**src/rtl/core/pmicrs_pkg.sv**
```systemverilog
// Package for the display power chip register slave.
// Holds the function codes, register map constants and the bus command struct.
// No dependencies.
`default_nettype none

package pmicrs_pkg;

	localparam int REG_COUNT = 28;
	localparam int REG_IDX_W = $clog2(REG_COUNT);
	localparam int SETTLE_W  = 24;

	typedef logic [REG_IDX_W-1:0] reg_idx_t;

	localparam reg_idx_t      TEMP_REG     = reg_idx_t'(0);
	localparam reg_idx_t      FAULT_REG_A  = reg_idx_t'(8'h1a);
	localparam reg_idx_t      FAULT_REG_B  = reg_idx_t'(8'h1b);
	localparam logic [7:0]    TEMP_VALUE   = 8'd25;
	localparam logic [SETTLE_W-1:0] SETTLE_RESET = SETTLE_W'(1000);

	typedef enum logic [2:0] {
		FUNC_WR_START = 3'd0,
		FUNC_WR_BYTE  = 3'd1,
		FUNC_RD_BYTE  = 3'd2,
		FUNC_ENABLE   = 3'd3,
		FUNC_TICK     = 3'd4
	} func_t;

	// One bus event, already qualified by the pipeline advance.
	typedef struct packed {
		logic       wr_start;
		logic       wr_byte;
		logic       rd_byte;
		logic [7:0] data;
	} bus_cmd_t;

endpackage

`default_nettype wire

```
**src/rtl/core/pmicrs_regbank.sv**
```systemverilog
// Register file, register pointer and pointer capture of the bus slave.
// Depends on pmicrs_pkg.
`default_nettype none

module pmicrs_regbank
	import pmicrs_pkg::*;
(
	input  wire logic     clk,
	input  wire logic     arst_n,
	input  wire bus_cmd_t cmd,
	output logic [7:0]    rd_data
);

	logic [7:0] regs_q [REG_COUNT];
	logic [7:0] ptr_q;
	logic       await_q;
	logic       in_range;
	reg_idx_t   idx;

	assign in_range = (ptr_q < 8'(REG_COUNT));
	assign idx      = ptr_q[REG_IDX_W-1:0];
	assign rd_data  = (cmd.rd_byte && in_range) ? regs_q[idx] : 8'd0;

	always_ff @(posedge clk or negedge arst_n) begin
		if (!arst_n) begin
			ptr_q   <= 8'd0;
			await_q <= 1'b1;
		end else if (cmd.wr_start) begin
			await_q <= 1'b1;
		end else if (cmd.wr_byte) begin
			if (await_q) begin
				ptr_q   <= cmd.data;
				await_q <= 1'b0;
			end else if (in_range) begin
				ptr_q <= ptr_q + 8'd1;
			end
		end else if (cmd.rd_byte && in_range) begin
			ptr_q <= ptr_q + 8'd1;
		end
	end

	// The temperature entry holds its reset value forever; fault entries only clear bits.
	always_ff @(posedge clk or negedge arst_n) begin
		if (!arst_n) begin
			for (int i = 0; i < REG_COUNT; i++) begin
				regs_q[i] <= (reg_idx_t'(i) == TEMP_REG) ? TEMP_VALUE : 8'd0;
			end
		end else if (cmd.wr_byte && !await_q && in_range) begin
			if (idx == FAULT_REG_A || idx == FAULT_REG_B) begin
				regs_q[idx] <= regs_q[idx] & cmd.data;
			end else if (idx != TEMP_REG) begin
				regs_q[idx] <= cmd.data;
			end
		end
	end

endmodule

`default_nettype wire

```
**src/rtl/core/pmic_register_slave_with_settle_top.sv**
```systemverilog
// Each beat on the input stream is one event: a bus write start, a written byte, a read
// byte, an enable level change or a time tick, and it yields exactly one output beat with
// the read byte (zero unless the event is a read) and the power-good level after the
// event. A beat is registered, then worked between that input register and the output
// register, so the block takes one beat per cycle; only back-pressure on the output
// stream slows it. Power-good asserts settle_ticks ticks after enable rises and drops
// on the beat that lowers enable. The user must write settle_ticks only while no beat
// is in flight; the block itself does not enforce it.
`default_nettype none

module pmic_register_slave_with_settle_top
	import pmicrs_pkg::*;
(
	input  wire logic                clk,
	input  wire logic                arst_n,
	input  wire logic                settle_ticks_we,
	input  wire logic [SETTLE_W-1:0] settle_ticks_wdata,
	input  wire logic                s_tvalid,
	output logic                     s_tready,
	input  wire logic [15:0]         s_tdata,   // [7:0] data, [8] level, [15:9] zero
	input  wire logic [2:0]          s_tuser,   // [2:0] func
	output logic                     m_tvalid,
	input  wire logic                m_tready,
	output logic [15:0]              m_tdata    // [7:0] read_data, [8] pgood, [15:9] zero
);

	logic [SETTLE_W-1:0] settle_ticks_q;
	logic                valid_s1;
	logic [2:0]          func_s1;
	logic [7:0]          data_s1;
	logic                level_s1;
	logic                adv;
	logic                s_accept;

	logic                en_level_q, en_level_d;
	logic                pending_q, pending_d;
	logic [SETTLE_W-1:0] cnt_q, cnt_d;
	logic                pgood_q, pgood_d;

	logic                out_valid_q;
	logic [7:0]          out_rd_q;
	logic                out_pg_q;

	bus_cmd_t            cmd;
	logic [7:0]          rd_data;

	assign adv      = valid_s1 && (!out_valid_q || m_tready);
	assign s_tready = !valid_s1 || adv;
	assign s_accept = s_tvalid && s_tready;

	always_ff @(posedge clk or negedge arst_n) begin
		if (!arst_n) begin
			settle_ticks_q <= SETTLE_RESET;
		end else if (settle_ticks_we) begin
			settle_ticks_q <= settle_ticks_wdata;
		end
	end

	always_ff @(posedge clk or negedge arst_n) begin
		if (!arst_n) begin
			valid_s1 <= 1'b0;
		end else if (s_accept) begin
			valid_s1 <= 1'b1;
		end else if (adv) begin
			valid_s1 <= 1'b0;
		end
	end

	always_ff @(posedge clk) begin
		if (s_accept) begin
			func_s1  <= s_tuser;
			data_s1  <= s_tdata[7:0];
			level_s1 <= s_tdata[8];
		end
	end

	always_comb begin
		cmd          = '0;
		cmd.data     = data_s1;
		en_level_d   = en_level_q;
		pending_d    = pending_q;
		cnt_d        = cnt_q;
		pgood_d      = pgood_q;
		unique case (func_s1)
			FUNC_WR_START: cmd.wr_start = adv;
			FUNC_WR_BYTE:  cmd.wr_byte  = adv;
			FUNC_RD_BYTE:  cmd.rd_byte  = adv;
			FUNC_ENABLE: begin
				en_level_d = level_s1;
				if (level_s1) begin
					pending_d = 1'b1;
					cnt_d     = settle_ticks_q;
				end else begin
					pending_d = 1'b0;
					cnt_d     = '0;
					pgood_d   = 1'b0;
				end
			end
			FUNC_TICK: begin
				// A count of zero or one ends the settle on this tick.
				if (pending_q) begin
					if (cnt_q <= SETTLE_W'(1)) begin
						cnt_d     = '0;
						pending_d = 1'b0;
						pgood_d   = en_level_q;
					end else begin
						cnt_d = cnt_q - SETTLE_W'(1);
					end
				end
			end
			default: ;
		endcase
	end

	pmicrs_regbank u_regbank (
		.clk     (clk),
		.arst_n  (arst_n),
		.cmd     (cmd),
		.rd_data (rd_data)
	);

	always_ff @(posedge clk or negedge arst_n) begin
		if (!arst_n) begin
			en_level_q <= 1'b0;
			pending_q  <= 1'b0;
			cnt_q      <= '0;
			pgood_q    <= 1'b0;
		end else if (adv) begin
			en_level_q <= en_level_d;
			pending_q  <= pending_d;
			cnt_q      <= cnt_d;
			pgood_q    <= pgood_d;
		end
	end

	always_ff @(posedge clk or negedge arst_n) begin
		if (!arst_n) begin
			out_valid_q <= 1'b0;
		end else if (adv) begin
			out_valid_q <= 1'b1;
		end else if (m_tready) begin
			out_valid_q <= 1'b0;
		end
	end

	always_ff @(posedge clk) begin
		if (adv) begin
			out_rd_q <= rd_data;
			out_pg_q <= pgood_d;
		end
	end

	assign m_tvalid = out_valid_q;
	assign m_tdata  = {7'd0, out_pg_q, out_rd_q};

	// Power-good can only be high while enable is high.
	a_pgood_needs_enable: assert property (@(posedge clk) disable iff (!arst_n)
		pgood_q |-> en_level_q)
		else $error("power-good high with enable low");

	// An idle settle counter is always parked at zero.
	a_idle_count_zero: assert property (@(posedge clk) disable iff (!arst_n)
		!pending_q |-> (cnt_q == '0))
		else $error("settle count nonzero with no settle pending");

	// A beat in the input stage holds while the output is blocked.
	a_s1_holds: assert property (@(posedge clk) disable iff (!arst_n)
		(valid_s1 && out_valid_q && !m_tready) |=> (valid_s1 && $stable(func_s1)))
		else $error("input stage changed while output stalled");

endmodule

`default_nettype wire
```
**config.mk**
```make
export PLATFORM = sky130hd
export DESIGN_NAME = pmic_register_slave_with_settle_top
export DESIGN_NICKNAME = d
export VERILOG_FILES = /design/src/rtl/core/pmicrs_pkg.sv /design/src/rtl/core/pmicrs_regbank.sv /design/src/rtl/core/pmic_register_slave_with_settle_top.sv
export SDC_FILE = /design/constraint.sdc
export NUM_CORES = 1
export LEC_CHECK = 0
export ABC_AREA = 1
export BUFFER_PORTS_ARGS = -buffer_cell sky130_fd_sc_hd__buf_2
export CAP_MARGIN = 0
export CORE_ASPECT_RATIO = 1.75
export CORE_MARGIN = 1
export CORE_UTILIZATION = 30
export CTS_CLUSTER_SIZE = 24
export DETAILED_ROUTE_END_ITERATION = 10
export GPL_ROUTABILITY_DRIVEN = 0
export SLEW_MARGIN = 20
export SYNTH_ARGS = -nofsm -noshare
export SYNTH_HDL_FRONTEND = slang
export SYNTH_SLANG_ARGS = --single-unit
export TNS_END_PERCENT = 10
```
**constraint.sdc**
```tcl
create_clock -name clk -period 3.7 [get_ports clk]
set_input_delay 0.555 -clock clk [delete_from_list [all_inputs] [get_ports clk]]
set_output_delay 0.555 -clock clk [all_outputs]
set_load 0.05 [all_outputs]
```
==> impl_metrics.tcl <==
set metrics [dict create \
    worstSetupPathType "flip-flop to flip-flop" \
    die_area_um2 50700 \
    syn_area_um2 14900 \
    drt_wl_total_um 41400 \
    startpoint_type "flip-flop" \
    p_leak_nw 7.97 \
    worst_pin_slew_ps 1100 \
    vias 12200 \
    p_per_area_nw_per_um2 644 \
    drt_first_pass_iters 5 \
    drc 0 \
    p_total_mw 10.8 \
    h-tree-depth 1 \
    synth_top_area_share_pct 46.3 \
    ys_warn_count 0 \
    p_int_mw 6.72 \
    pwr-share-seq_pct 38.2 \
    grt_overflow 0 \
    synth_edf_count 21 \
    async_flop_share_pct 93.2 \
    syn_inst 1852 \
    area_growth_pct 12.1 \
    required_ps 4160 \
    num_io_pins 66 \
    n_antenna_cell 0 \
    fin_crit_ps 2560 \
    hold_buffers 0 \
    cts_root_buf "clkbuf_16" \
    max_freq_ghz 0.391 \
    worst_r2r_endpoint "u_regbank.regs_q[1]" \
    cts_tree "yes" \
    rsz0062_at_grt "false" \
    dp_slack_ps 1050 \
    via_per_inst 4.84 \
    pwr-share-comb_pct 31.4 \
    clock_skew_ps 16.1 \
    r2r_slack_ps 1140 \
    post-cts-setup-buffers 0 \
    clk_latency_ps 570 \
    post_cts_resized 0 \
    placed_area_um2 15700 \
    worstRegToRegCells 8 \
    ant_nets 0 \
    antenna_found_initial 1 \
    min_path_type "input pin to asynchronous set/reset pin" \
    setup_violations 0 \
    drt_iter0_drc 945 \
    design_area_um2 16700 \
    ys_seq_elements 307 \
    critPathLaunch "u_regbank.ptr_q[0]" \
    hold_viol 9 \
    cts.sinks 307 \
    grtUsageTotal_pct 16.7 \
    syn_avg_cell_area_um2 8.06 \
    finalWorstSetupSlack_ps 1140 \
    grt_pass1_vias 12000 \
    synthFlopType "dfrtp_1" \
    synth_top_cell_by_area "dfrtp_1" \
    post-dp-hpwl_um 28200 \
    fp.dieH_um 297 \
    status "finished, violations left" \
    setup_tns_ps 0 \
    path_clk_slew_ps 70 \
    clk_path_buf_depth 3 \
    portBuffers 51 \
    ys_top_cells_by_area "dfrtp_1 46%, nand2_1 15%, o21ai_0 8.8%, nor2_1 5.8%, edfxtp_1 4.2%" \
    grt_max_degree 92 \
    p_sw_share_pct 37.6 \
    finalMaxSlewViolations 0 \
    relSlewSlack_pct 26.9 \
    layout-drive-gt1-share_pct 11.3 \
    maxCapViolations 0 \
    period_share_pct 69.2 \
    ys_seq_area_share_pct 52.3 \
    p_clk_share_pct 30.4 \
    initial_core_util_pct 30.5 \
    endpoint_kind "flip-flop" \
    violations "hold timing" \
    timing.rr.start "u_regbank.ptr_q[0]" \
    critPathMaxFanout 17 \
    p_sw_mw 4.05 \
    fin_hold_ws_ps -31.5 \
    wl_per_cell_um 16.4 \
    rows 107 \
    cp.arrival_ps 3020 \
    layout.nets 1908 \
    die_x_um 171 \
    cts_buffers 29 \
    grt_pass1_wl_um 66300 \
    peakVddDrop_v 0.000366 \
    synth_cell_types 41 \
    core_um2 48900 \
]
-- sequential cells by signal, indices dropped and copies added, names as in the netlist, 3 cells and up --
name              cells
out_rd_q              8
u_regbank.ptr_q       8
func_s1               3
data_s1               8
u_regbank.regs_q    224
settle_ticks_q       24
cnt_q                24
-- synthesized netlist by cell type (2+ instances only) --
library cell / count
nand2_1: 580
dfrtp_1: 276
o21ai_0: 263
nor2_1: 232
nand3_1: 91
inv_1: 86
clkbuf_1: 52
buf_2: 31
a21oi_1: 29
mux2_2: 24
edfxtp_1: 21
o21ai_1: 21
a22oi_1: 14
nand2_2: 13
buf_6: 11
dfstp_2: 10
nand2_4: 10
buf_4: 9
inv_2: 9
nand4_1: 8
o211ai_1: 7
o21ai_2: 7
ha_1: 6
a21boi_1: 5
buf_1: 5
xor2_1: 5
a2bb2oi_1: 4
nor2_2: 3
nor2_4: 3
a21boi_0: 2
nand3_2: 2
nand3b_1: 2
nor2_8: 2
nor3_1: 2
-- metal layers --
metal,track usage [%],vias to the layer above,part of all wire [%]
met5,0,-,0.031
met4,10.1,2,6.0
met3,1.92,120,4.2
met2,29.9,336,52
met1,18.5,5820,38
li1,-,5952,-
-- kinds of logic (layout without fill, tap and decap cells) --
| group | count (synthesis) | in the layout | synth area share (%) |
|---|---|---|---|
| other cells | 1 | 7 | 0.0251 |
| mux | 24 | 24 | 1.81 |
| flops | 307 | 307 | 52.3 |
| xor+xnor | 5 | 5 | 0.293 |
| simple gates | 949 | 949 | 26.1 |
| fa+ha+maj | 6 | 6 | 0.503 |
| compound gates | 357 | 357 | 12.9 |
| buf+inv | 203 | 220 | 6.15 |
-- stage by stage --
step | hold slack (ps) | utilization [%] | std cells
6_report | -31.5 | 34.2 | 2529
5_1_grt | 52.3 | 34.2 | 2529
4_1_cts | 17.6 | 34.2 | 2529
3_5_place_dp | 359 | 32.1 | 2477
3_3_place_gp | 357 | 32.1 | 2477
2_1_floorplan | 259 | - | 1858
-- layout make-up --
type | instances | area (um^2)
fillers | 5063 | 32100
flip-flops and latches | 307 | 7800
multi-input cells | 1348 | 6230
clock buffers | 39 | 845
well taps | 654 | 818
repair buffers | 73 | 480
inverters | 95 | 357
clock inverters | 13 | 199
-- worst max-delay path, cell delays in order, from the launching register on --
cell and delay, ps:
dfrtp_4 580, inv_2 220, ha_1 350, a21oi_4 230
nand2_4 130, inv_2 240, nand3_1 420, nand2_1 190
nand2_1 60
-- placed cells by master, fill, tap and decap left out, drive strengths merged, types with 8 or more instances in the layout --
| master | count |
|---|---|
| dfstp | 10 |
| o21ai | 291 |
| a21oi | 31 |
| dfrtp | 276 |
| inv | 95 |
| mux2 | 24 |
| buf | 73 |
| nand2 | 603 |
| a22oi | 14 |
| nand3 | 93 |
| nand4 | 8 |
| nor2 | 240 |
| clkbuf | 39 |
| edfxtp | 21 |
-- power by group through the flow --
stage | combinational (mW) | sequential, mW | clock [mW]
2_1_floorplan | 2.34 | 4.07 | 0
3_3_place_gp | 3.36 | 4.15 | 0
3_5_place_dp | 3.38 | 4.17 | 0
4_1_cts | 3.40 | 4.11 | 3.35
5_1_grt | 3.77 | 4.16 | 3.47
6_report | 3.38 | 4.12 | 3.28
-- worst max path at each step --
| stage | to | slack, ps |
|---|---|---|
| after floorplan | u_regbank.regs_q[124] | 1500 |
| after global placement | u_regbank.regs_q[4] | 1130 |
| after detailed placement | u_regbank.regs_q[212] | 1050 |
| after CTS | u_regbank.regs_q[99] | 1160 |
| after global routing | u_regbank.regs_q[210] | 930 |
| final | u_regbank.regs_q[1] | 1140 |
No activity file was read; power rests on OpenSTA's default activity.
